**config.mk**
```make
export PLATFORM = sky130hd
export DESIGN_NAME = lru_key_value_cache
export DESIGN_NICKNAME = d
export VERILOG_FILES = /design/src/design/lrc_pkg.sv /design/src/design/lrc_match.sv /design/src/design/lrc_store.sv /design/src/design/lru_key_value_cache.sv
export SDC_FILE = /design/constraint.sdc
export NUM_CORES = 2
export LEC_CHECK = 0
export ABC_CLOCK_PERIOD_IN_PS = 7640
export BUFFER_PORTS_ARGS = -buffer_cell sky130_fd_sc_hd__buf_2
export CAP_MARGIN = 40
export CORE_AREA = 2 2 382 384
export DETAILED_ROUTE_END_ITERATION = 8
export DIE_AREA = 0 0 384 386
export HOLD_SLACK_MARGIN = 0.02
export SLEW_MARGIN = 10
export SYNTH_ARGS = -nofsm -noshare
export SYNTH_HDL_FRONTEND = slang
export SYNTH_SLANG_ARGS = --single-unit
```
**constraint.sdc**
```tcl
create_clock -name clk -period 7.64 [get_ports clk]
set_input_delay 1.528 -clock clk [delete_from_list [all_inputs] [get_ports clk]]
set_output_delay 1.528 -clock clk [all_outputs]
set_load 0.005 [all_outputs]
```
**src/design/lrc_pkg.sv**
```systemverilog
// ----------------------------------------------------------------------------
// lrc_pkg - shared types and constants for the LRU key-value cache
// Request and response records, field widths, request codes.
// ----------------------------------------------------------------------------
`default_nettype none

package lrc_pkg;

    localparam int KEY_W               = 32;
    localparam int VAL_W               = 32;
    localparam int CAP_W               = 5;
    localparam int DEFAULT_MAX_ENTRIES = 16;

    localparam logic [CAP_W-1:0] CAP_RESET  = 5'd16;
    localparam logic             REQ_GET    = 1'b0;
    localparam logic             REQ_PUT    = 1'b1;
    localparam logic [VAL_W-1:0] MISS_VALUE = 32'hFFFF_FFFF;   // -1

    typedef struct packed {
        logic             req_type;
        logic [KEY_W-1:0] lookup_key;
        logic [VAL_W-1:0] write_value;
    } req_t;

    typedef struct packed {
        logic             hit;
        logic [VAL_W-1:0] read_value;
        logic             evicted;
        logic [KEY_W-1:0] evicted_key;
    } rsp_t;

endpackage

`default_nettype wire

```
**src/design/lrc_match.sv**
```systemverilog
// ----------------------------------------------------------------------------
// lrc_match - parallel key compare and victim select
// One compare lane per slot; the victim is the valid slot of oldest rank.
// ----------------------------------------------------------------------------
`default_nettype none

module lrc_match
    import lrc_pkg::*;
#(
    parameter int N      = DEFAULT_MAX_ENTRIES,
    parameter int RANK_W = 4,
    parameter int OCC_W  = 5
)
(
    input  wire logic [KEY_W-1:0]  lookup_key,
    input  wire logic [KEY_W-1:0]  slot_key   [N],
    input  wire logic [N-1:0]      slot_valid,
    input  wire logic [RANK_W-1:0] slot_rank  [N],
    input  wire logic [OCC_W-1:0]  occupancy,
    output logic      [N-1:0]      hit_oh,
    output logic      [N-1:0]      victim_oh
);

    logic [OCC_W-1:0] oldest_rank;

    // ranks of valid slots form 0..occupancy-1, so the oldest is occupancy-1
    assign oldest_rank = occupancy - OCC_W'(1);

    always_comb
    begin
        for (int i = 0; i < N; i++)
        begin
            hit_oh[i]    = slot_valid[i] && (slot_key[i] == lookup_key);
            victim_oh[i] = slot_valid[i] && (occupancy != '0) &&
                           (OCC_W'(slot_rank[i]) == oldest_rank);
        end
    end

endmodule

`default_nettype wire

```
**src/design/lrc_store.sv**
```systemverilog
// ----------------------------------------------------------------------------
// lrc_store - slot storage and single-pass request update
// Holds keys, values, valid bits, recency ranks and occupancy.
// ----------------------------------------------------------------------------
`default_nettype none

module lrc_store
    import lrc_pkg::*;
#(
    parameter int N = DEFAULT_MAX_ENTRIES
)
(
    input  wire logic             clk,
    input  wire logic             rst_n,
    input  wire logic             step,
    input  wire req_t             req,
    input  wire logic [CAP_W-1:0] capacity,
    output rsp_t                  rsp
);

    localparam int RANK_W = (N > 1) ? $clog2(N) : 1;
    localparam int OCC_W  = $clog2(N + 1);
    localparam int CMP_W  = (OCC_W > CAP_W) ? OCC_W : CAP_W;

    logic [KEY_W-1:0]  slot_key_reg   [N];
    logic [VAL_W-1:0]  slot_value_reg [N];
    logic [N-1:0]      slot_valid_reg, slot_valid_next;
    logic [RANK_W-1:0] slot_rank_reg  [N];
    logic [RANK_W-1:0] slot_rank_next [N];
    logic [OCC_W-1:0]  occ_reg, occ_next;

    logic [N-1:0]      hit_oh, victim_oh, valid_mid, free_oh;
    logic              hit_any, is_put, evict;
    logic [RANK_W-1:0] hit_rank;
    logic [VAL_W-1:0]  hit_value;
    logic [KEY_W-1:0]  victim_key;
    logic [CMP_W-1:0]  cap_ext, eff_cap;

    lrc_match #(
        .N      (N),
        .RANK_W (RANK_W),
        .OCC_W  (OCC_W)
    ) u_match (
        .lookup_key (req.lookup_key),
        .slot_key   (slot_key_reg),
        .slot_valid (slot_valid_reg),
        .slot_rank  (slot_rank_reg),
        .occupancy  (occ_reg),
        .hit_oh     (hit_oh),
        .victim_oh  (victim_oh)
    );

    always_comb
    begin
        hit_rank   = '0;
        hit_value  = '0;
        victim_key = '0;
        for (int i = 0; i < N; i++)
        begin
            if (hit_oh[i])
            begin
                hit_rank  = hit_rank | slot_rank_reg[i];
                hit_value = hit_value | slot_value_reg[i];
            end
            if (victim_oh[i])
            begin
                victim_key = victim_key | slot_key_reg[i];
            end
        end
    end

    // capacity clamped to 1..N
    assign cap_ext = CMP_W'(capacity);
    assign eff_cap = (cap_ext == '0) ? CMP_W'(1) :
                     ((cap_ext > CMP_W'(N)) ? CMP_W'(N) : cap_ext);

    assign hit_any = |hit_oh;
    assign is_put  = (req.req_type == REQ_PUT);
    assign evict   = is_put && !hit_any && (occ_reg != '0) &&
                     (CMP_W'(occ_reg) >= eff_cap);

    // victim leaves first, then the lowest free slot takes the new key
    assign valid_mid = slot_valid_reg & ~(evict ? victim_oh : '0);
    assign free_oh   = ~valid_mid & (valid_mid + N'(1));

    always_comb
    begin
        slot_valid_next = slot_valid_reg;
        slot_rank_next  = slot_rank_reg;
        occ_next        = occ_reg;
        if (step)
        begin
            if (hit_any)
            begin
                for (int i = 0; i < N; i++)
                begin
                    if (slot_valid_reg[i] && (slot_rank_reg[i] < hit_rank))
                        slot_rank_next[i] = slot_rank_reg[i] + RANK_W'(1);
                    if (hit_oh[i])
                        slot_rank_next[i] = '0;
                end
            end
            else if (is_put)
            begin
                slot_valid_next = valid_mid | free_oh;
                for (int i = 0; i < N; i++)
                begin
                    if (valid_mid[i])
                        slot_rank_next[i] = slot_rank_reg[i] + RANK_W'(1);
                    if (free_oh[i])
                        slot_rank_next[i] = '0;
                end
                occ_next = occ_reg - OCC_W'(evict) + OCC_W'(|free_oh);
            end
        end
    end

    always_ff @(posedge clk or negedge rst_n)
    begin
        if (!rst_n)
        begin
            slot_valid_reg <= '0;
            occ_reg        <= '0;
            for (int i = 0; i < N; i++)
                slot_rank_reg[i] <= '0;
        end
        else
        begin
            slot_valid_reg <= slot_valid_next;
            slot_rank_reg  <= slot_rank_next;
            occ_reg        <= occ_next;
        end
    end

    always_ff @(posedge clk)
    begin
        for (int i = 0; i < N; i++)
        begin
            if (step && is_put && ((hit_any && hit_oh[i]) || (!hit_any && free_oh[i])))
                slot_value_reg[i] <= req.write_value;
            if (step && is_put && !hit_any && free_oh[i])
                slot_key_reg[i] <= req.lookup_key;
        end
    end

    always_comb
    begin
        rsp.hit         = hit_any;
        rsp.evicted     = evict;
        rsp.evicted_key = evict ? victim_key : '0;
        if (is_put)
            rsp.read_value = '0;
        else if (hit_any)
            rsp.read_value = hit_value;
        else
            rsp.read_value = MISS_VALUE;
    end

`ifndef NO_ASSERTIONS
    a_hit_unique: assert property (@(posedge clk) disable iff (!rst_n)
        $onehot0(hit_oh))
        else $error("key matched more than one valid slot");

    a_victim_exists: assert property (@(posedge clk) disable iff (!rst_n)
        (occ_reg != '0) |-> $onehot(victim_oh))
        else $error("recency ranks do not hold exactly one oldest slot");

    a_occ_bound: assert property (@(posedge clk) disable iff (!rst_n)
        occ_reg <= OCC_W'(N))
        else $error("occupancy above slot count");

    a_insert_fills: assert property (@(posedge clk) disable iff (!rst_n)
        (step && is_put && !hit_any) |=> (occ_reg != '0) && (slot_valid_reg != '0))
        else $error("insert left the store empty");
`endif

endmodule

`default_nettype wire

```
**src/design/lru_key_value_cache.sv**
```systemverilog
// ----------------------------------------------------------------------------
// lru_key_value_cache - fully associative key-value cache, LRU replacement
// Get/put requests in, one response per request out.
// ----------------------------------------------------------------------------
//
//  channel | dir | handshake          | payload
//  --------+-----+--------------------+-------------------------------------------
//  s_*     | in  | s_tvalid/s_tready  | tdata: lookup_key, write_value; tuser: req_type
//  m_*     | out | m_tvalid/m_tready  | tdata: read_value, evicted_key;
//          |     |                    | tuser: hit, evicted
//  cfg_*   | in  | cfg_valid/cfg_ready| cfg_data: active_capacity
//
//  One request per cycle sustained while m_tready holds high. The single-pass lookup/update
//  moves a request from the input register into the result register, which drives m_tvalid;
//  the next request sees the new state.
//  Reset clears valid bits, ranks and occupancy at once: no sweep, no wait.
//  A stalled output holds its result; the input register takes one more request,
//  then s_tready drops until m_tready returns.
// ----------------------------------------------------------------------------
`default_nettype none

module lru_key_value_cache
    import lrc_pkg::*;
#(
    parameter int MAX_ENTRIES = DEFAULT_MAX_ENTRIES
)
(
    input  wire logic             clk,
    input  wire logic             rst_n,

    input  wire logic             s_tvalid,
    output logic                  s_tready,
    input  wire logic [63:0]      s_tdata,   // [31:0] lookup_key, [63:32] write_value
    input  wire logic [0:0]       s_tuser,   // [0] req_type

    output logic                  m_tvalid,
    input  wire logic             m_tready,
    output logic      [63:0]      m_tdata,   // [31:0] read_value, [63:32] evicted_key
    output logic      [1:0]       m_tuser,   // [0] hit, [1] evicted

    input  wire logic             cfg_valid,
    output logic                  cfg_ready,
    input  wire logic [CAP_W-1:0] cfg_data   // active_capacity
);

    logic             in_valid_reg, in_valid_next;
    req_t             in_req_reg;
    logic             out_valid_reg, out_valid_next;
    rsp_t             out_rsp_reg;
    logic [CAP_W-1:0] cap_reg;

    logic             s_accept, step;
    rsp_t             step_rsp;

    // the result register can load when empty or being drained this cycle
    assign step     = in_valid_reg && (!out_valid_reg || m_tready);
    assign s_tready = !in_valid_reg || step;
    assign s_accept = s_tvalid && s_tready;

    assign cfg_ready = 1'b1;

    always_comb
    begin
        in_valid_next = in_valid_reg;
        if (s_accept)
            in_valid_next = 1'b1;
        else if (step)
            in_valid_next = 1'b0;

        out_valid_next = out_valid_reg;
        if (step)
            out_valid_next = 1'b1;
        else if (m_tready)
            out_valid_next = 1'b0;
    end

    always_ff @(posedge clk or negedge rst_n)
    begin
        if (!rst_n)
        begin
            in_valid_reg  <= 1'b0;
            out_valid_reg <= 1'b0;
            cap_reg       <= CAP_RESET;
        end
        else
        begin
            in_valid_reg  <= in_valid_next;
            out_valid_reg <= out_valid_next;
            if (cfg_valid && cfg_ready)
                cap_reg <= cfg_data;
        end
    end

    // payload registers
    always_ff @(posedge clk)
    begin
        if (s_accept)
        begin
            in_req_reg.req_type    <= s_tuser[0];
            in_req_reg.lookup_key  <= s_tdata[31:0];
            in_req_reg.write_value <= s_tdata[63:32];
        end
        if (step)
            out_rsp_reg <= step_rsp;
    end

    lrc_store #(
        .N (MAX_ENTRIES)
    ) u_store (
        .clk      (clk),
        .rst_n    (rst_n),
        .step     (step),
        .req      (in_req_reg),
        .capacity (cap_reg),
        .rsp      (step_rsp)
    );

    assign m_tvalid = out_valid_reg;
    assign m_tdata  = {out_rsp_reg.evicted_key, out_rsp_reg.read_value};
    assign m_tuser  = {out_rsp_reg.evicted, out_rsp_reg.hit};

endmodule

`default_nettype wire

```
==> Word-level counts from Yosys, hierarchy flattened <==
Memories as Yosys holds them, arrays and structs flattened.
Cells that the tools add are included.
{ "word_totals": {"latchBits": 0, "regBits": 735, "mem_bits_ro": 0, "elab_cells": 532, "ramBits": 512, "in_bits": 75, "n_memories": 1} }
{ "memory_table": {"columns": ["name", "words", "width", "rd", "rd_ports_with_merged_regs", "wr", "line_no", "text"], "rows": [
  ["u_store.slot_value_reg", 16, 32, 16, 0, 16, "lrc_store.sv:26", "logic [VAL_W-1:0] slot_value_reg [N];"]
]} }
{ "classes": {"n_bitwise": 51, "n_mux": 154, "multipliers": 0, "shifts": 0, "reduce_logical": 196, "addsub": 20, "eq_ne": 48, "div": 0, "magnitude_cmp": 18} }
{ "op_table": {"columns": ["op", "count"], "rows": [
  ["two-way mux 32 bit", 33],
  ["bitwise OR 32 bit", 30],
  ["equality test 32 bit", 16],
  ["two-way mux 4 bit", 80],
  ["logical AND 1 bit", 135],
  ["two-way mux 64 bit", 2],
  ["equality test 4 x 5 -> 1 bit", 16],
  ["adder 4 x 1 -> 4 bit, second input constant", 16],
  ["less-than comparator 4 bit", 16],
  ["AND reduction 4 bit", 16],
  ["bitwise OR 4 bit", 15],
  ["inequality test 3 x 2 -> 1 bit, second input constant", 16],
  ["nonzero test 3 bit", 16],
  ["two-way mux 1 bit", 36],
  ["AND 16 bit", 2],
  ["NOT 16 bit", 2],
  ["OR reduction 16 bit", 2],
  ["logical OR 1 bit", 18],
  ["adder 16 x 1 -> 16 bit, second input constant", 1],
  ["two-way mux 16 bit", 1],
  ["bitwise OR 16 bit", 1],
  ["two-way mux 5 bit", 2],
  ["nonzero test 2 bit", 3],
  ["adder 5 x 1 -> 5 bit", 1],
  ["9 further kinds", 11]
]} }

==> Depth between registers and ports, before layout <==
{ "depth": {"ltp_word": 38, "depth_mapped": 26} }

==> Cells and area by module <==
Synthesis repeated with hierarchy kept, for this count alone.
{ "hier_totals": {"hier_cells": 3744, "area_unflattened_um2": 55060.3} }
{ "by_module_without_submodules": {"columns": ["module", "instances", "cells_per_inst", "area_each_um2"], "rows": [
  ["lrc_store", 1, 2713, 43755.7],
  ["lrc_match", 1, 880, 7088.0],
  ["lru_key_value_cache", 1, 151, 4216.5]
]} }

==> Worst setup path after synthesis <==
OpenSTA, ideal clock, no wires.
{ "synth_path": {"kind": "input -> register", "from": "in m_tready", "to": "reg u_store.slot_key_reg[288] (netlist bit), enable pin", "setup_slack_ps": 286, "arrival_ps": 6893, "setup_time_ps": 461, "cell_stages": 8, "path_cell_list": "nand2b_1 and2_1 clkbuf_1 nand2_1 nor2_1 clkbuf_1 nand2_1 nor3_1"} }
{ "synth_between": {"elab_chain_len": 5} }
{ "synth_rtl": {"columns": ["element", "line_no", "text"], "rows": [
  ["from (decl)", "lru_key_value_cache.sv:37", "input wire logic m_tready,"],
  ["logical OR 1 bit", "lru_key_value_cache.sv:56", "assign step = in_valid_reg && (!out_valid_reg || m_tready);"],
  ["logical AND 1 bit", "lru_key_value_cache.sv:56", null],
  ["logical AND 1 bit (3 in a row)", "lrc_store.sv:141", "if (step && is_put && !hit_any && free_oh[i])"],
  ["to (signal, indexed assignment)", "lrc_store.sv:142", "slot_key_reg[i] <= req.lookup_key;"],
  ["to (decl)", "lrc_store.sv:25", "logic [KEY_W-1:0] slot_key_reg [N];"]
]} }
Every way passes these cells.
A chain may end at the register's enable or synchronous reset.

==> Final worst setup path <==
{ "layout_path": {"from": "reg, netlist name in_req_reg[61]", "to": "reg u_store.occ_reg[4]"} }
{ "layout_between": {"elab_chain_len": 14, "word_cells_on_any_way": 48, "cone_classes": "add/sub (3); eq/ne (16); mux (1); bitwise (5); reduce/logical (23)"} }
{ "layout_rtl": {"columns": ["element", "line_no", "text"], "rows": [
  ["equality test 32 bit", "lrc_match.sv:33", "hit_oh[i] = slot_valid[i] && (slot_key[i] == lookup_key);"],
  ["logical AND 1 bit", "lrc_match.sv:33", null],
  ["OR reduction 16 bit (*)", "lrc_store.sv:77", "assign hit_any = |hit_oh;"],
  ["logical NOT 1 bit", "lrc_store.sv:79", "assign evict = is_put && !hit_any && (occ_reg != '0) &&"],
  ["logical AND 1 bit (3 in a row)", "lrc_store.sv:79", null],
  ["two-way mux 16 bit", "lrc_store.sv:83", "assign valid_mid = slot_valid_reg & ~(evict ? victim_oh : '0);"],
  ["NOT 16 bit", "lrc_store.sv:83", null],
  ["AND 16 bit", "lrc_store.sv:83", null],
  ["adder 16 x 1 -> 16 bit / NOT 16 bit (equally long branches)", "lrc_store.sv:84", "assign free_oh = ~valid_mid & (valid_mid + N'(1));"],
  ["AND 16 bit", "lrc_store.sv:84", null],
  ["OR reduction 16 bit", "lrc_store.sv:113", "occ_next = occ_reg - OCC_W'(evict) + OCC_W'(|free_oh);"],
  ["adder 5 x 1 -> 5 bit", "lrc_store.sv:113", null],
  ["to (signal assigned)", "lrc_store.sv:131", "occ_reg <= occ_next;"],
  ["to (decl)", "lrc_store.sv:30", "logic [OCC_W-1:0] occ_reg, occ_next;"]
]} }
Every way passes the cells marked *; elsewhere a longest branch is shown, timed or not.

==> impl_metrics.toml <==
[cells_and_area]
drive_above_1_share = 0.1513
area_growth_pct = 15.50
design_area_um2 = 66310
final_nets = 4632
nFillCells = 12850
post-route-util = 0.4588

[critical_path]
cp_common_cell = "nor2_1"
critPathMaxStageDelay_ns = 0.87
cp.arrival_ns = 7.28
slowest_stage = "edfxtp_1"
cp_num_buf_inv = 4
reg2reg_from = "in_req_reg[61]"
critPathCaptureType = "flip-flop"
startpoint = "in_req_reg[61]"
timing.rr.end = "u_store.occ_reg[4]"
setup.worst_path.start_class = "flip-flop"
required_ns = 8.33
crit_family = "simple AND/OR/NAND/NOR gates"
reg2regPathDepth = 22
path_depth = 22
critical_path_peak_fanout = 20
critPathCapture = "u_store.occ_reg[4]"
r2r_slack_ns = 1.06
cp_cell_sequence = "buf_4 -> xnor2_1 -> nand4_1 -> nor4_1 -> and3_2 -> nor4_1 -> and4_2 -> buf_4 -> inv_2 -> a21boi_0 -> o22a_1 -> o2111ai_1 -> ha_1 -> inv_1 -> fa_1 -> nor2_1 -> nor2_1 -> nor2_1 -> nor2_1 -> xnor2_1 -> nand2_1 -> xnor2_1"
critPathKind = "reg2reg"

[run_status]
status = "finished clean"

[global_routing]
grt-busiest-layer = "met2"
grt_max_degree = 50
overflow = 0
gr-usage-met1 = 0.5254
grtUsageMet3 = 0.1009
grt_usage = 0.3713
grt_pass1_vias = 40020
grtUsageMet2 = 0.5343
grt_pass1_wl_um = 368000
antenna_found_initial = 23

[synth]
synth_top_family_by_area = "compound AO/OA/AOI/OAI gates"
mappedNetlistArea_um2 = 57410
ys_top_cells_by_count = "edfxtp_1, xnor2_1, a22oi_1, nand4_1, nand2_1"
synth_adder_area_share = 0.01735
ys_seq_area_frac = 0.6442
syn_avg_cell_area_um2 = 13.67
synth_xor_area_frac = 0.08441
synthMuxAreaShare = 0.003008
synthCells = 4201
synth_top_cell_by_area = "edfxtp_1"
yosysMostFrequentCell = "edfxtp_1"
synthTopCellsByArea = "edfxtp_1, xnor2_1, dfrtp_1, a22oi_1, nand4_1"
ys_seq_elements = 1247
synth_compound_area_frac = 0.1166
synth_enable_flop_cells = 1155
synth_top_area_frac = 0.6041
ys.flop_type = "edfxtp_1"
synthDistinctLibCells = 87
asyncSetResetFlopFracSynth = 0.07378
synthSimpleGateAreaFrac = 0.1069
ys_warn_count = 0
syn_nets = 4355

[floorplanning]
start_util = 0.3973
num_rows = 140
die_y_um = 386
num_io_pins = 144
placeableCoreArea_um2 = 144500
die_area_um2 = 148200
die_w_um = 384

[timing]
finClkSkew_ns = 0.05387
max_clock_freq_mhz = 151.9
finalCritPeriodShare = 0.8619
setup_viol = 0
setup_tns_ns = 0
slew-limit-headroom = 0.2956
finalCriticalPeriod_ns = 6.585
grt_setup_unrepaired = "no"
worst_slew_pin_slew_ns = 1.057
drv_slew = 0
hold_violations = 0

[power]
fin_total_pwr_mw = 20.25
vdd_drop_max_v = 0.0002147
p_leak_nw = 21.65
cellPowerDensity_nw_per_um2 = 305.3

[routing]
num_vias = 43790
route.detailed.drc = 0
final_antenna_net_count = 0
wirelength_um = 278700
first_pass_iters = 9
drtIter0Drc = 7795
vias_per_cell = 6.727
post_drt_wl_per_cell_um = 42.82

[place]
placed_area_um2 = 61670
gp_congestion = 1.104
port_buffers = 142
dp_hpwl_um = 201500

[clocking]
numCtsBuffers = 139
cts-hold-fix-buffers = 0
cts-root-buf = "clkbuf_16"
post_cts_resized = 0
max-clock-path-buffers = 3
post_cts_buffers = 0
clk_pin_slew_worst_paths_ns = 0.06
worstSkewPairLatency_ns = 0.83
cts_num_sinks = 1247
cts_tree = "done"
htreeDepth = 4

[hold_path]
min_from = "in_valid_reg"
holdPathStages = 1
holdCritPathClass = "reg2reg"

[run]
maxCapViolCount = 0
## worst register-to-register path, stage by stage, from the launching register on
cell and delay [ns]:
edfxtp_1 0.87, buf_4 0.48, xnor2_1 0.20, nand4_1 0.56, nor4_1 0.82, and3_2 0.50, nor4_1 0.10, and4_2 0.24
buf_4 0.24, inv_2 0.23, a21boi_0 0.12, o22a_1 0.23, o2111ai_1 0.36, ha_1 0.27, inv_1 0.08, fa_1 0.44
nor2_1 0.14, nor2_1 0.06, nor2_1 0.10, nor2_1 0.07, xnor2_1 0.14, nand2_1 0.09, xnor2_1 0.14
## per-layer routing
layer | up-vias | share of wire | wire length (um)
met4 | 10 | 0.050 | 13950
met3 | 570 | 0.12 | 33160
li1 | 17140 | - | -
met2 | 3335 | 0.42 | 117600
met5 | - | 0.00026 | 73
met1 | 22730 | 0.41 | 113900
## stage by stage
stage,setup WS [ns],instances,hold WS [ns]
after floorplan,0.2860,4201,0.4490
after global placement,1.169,6212,0.4658
after detailed placement,1.342,6248,0.4869
after CTS,1.322,6497,0.5033
after global routing,0.9696,6503,0.5388
final,1.055,6509,0.5003
## worst min path at each step
| stage | end | slack [ns] |
|---|---|---|
| after detailed placement | m_tvalid | 0.49 |
| after global routing | m_tvalid | 0.54 |
| final | m_tvalid | 0.50 |
| after global placement | m_tvalid | 0.47 |
| after CTS | m_tvalid | 0.50 |
| after floorplan | m_tvalid | 0.45 |
## cell usage in the layout (no fill, tap or decap), types with 52 or more instances in the layout
cell | synthesis | layout
a22oi_1 | 228 | 228
clkbuf_16 | 0 | 139
dfrtp_1 | 91 | 91
buf_4 | 56 | 216
xor2_1 | 98 | 98
ha_1 | 78 | 78
nand4_1 | 204 | 204
o21ai_0 | 81 | 81
a221oi_1 | 129 | 129
nor4_1 | 67 | 58
nand2b_1 | 91 | 91
nand3_1 | 172 | 172
buf_2 | 19 | 144
a22o_1 | 130 | 130
nor3_1 | 54 | 52
xnor2_1 | 424 | 424
inv_1 | 97 | 97
nor2_1 | 166 | 147
nand2_1 | 184 | 182
edfxtp_1 | 1155 | 1155
## layout make-up
type	instances	area (um^2)	share of cell area
Clock buffer	161	3571	0.05385
Multi-Input combinational cell	2614	19310	0.2912
Antenna cell	6	15.01	0.0002264
Inverter	98	367.9	0.005548
Clock inverter	88	989.7	0.01493
Sequential cell	1247	36990	0.5578
Tap cell	1917	2399	0.03617
Timing Repair Buffer	378	2668	0.04023
## power by group
part	total [mW]	internal [mW]	switching (mW)
combinational	4.98	1.54	3.44
clock	6.74	3.78	2.96
sequential	8.52	7.95	0.566
total	20.2	13.3	6.97
## kinds of logic after synthesis
group                    after synthesis
multiplexers                          16
other                                  1
adder cells (fa/ha/maj)               79
AO/OA/AOI/OAI                        859
AND/OR/NAND/NOR                     1124
flip-flops                          1247
buffers and inverters                340
XOR/XNOR                             535
Note: power is estimated with default switching activity, not from simulation.
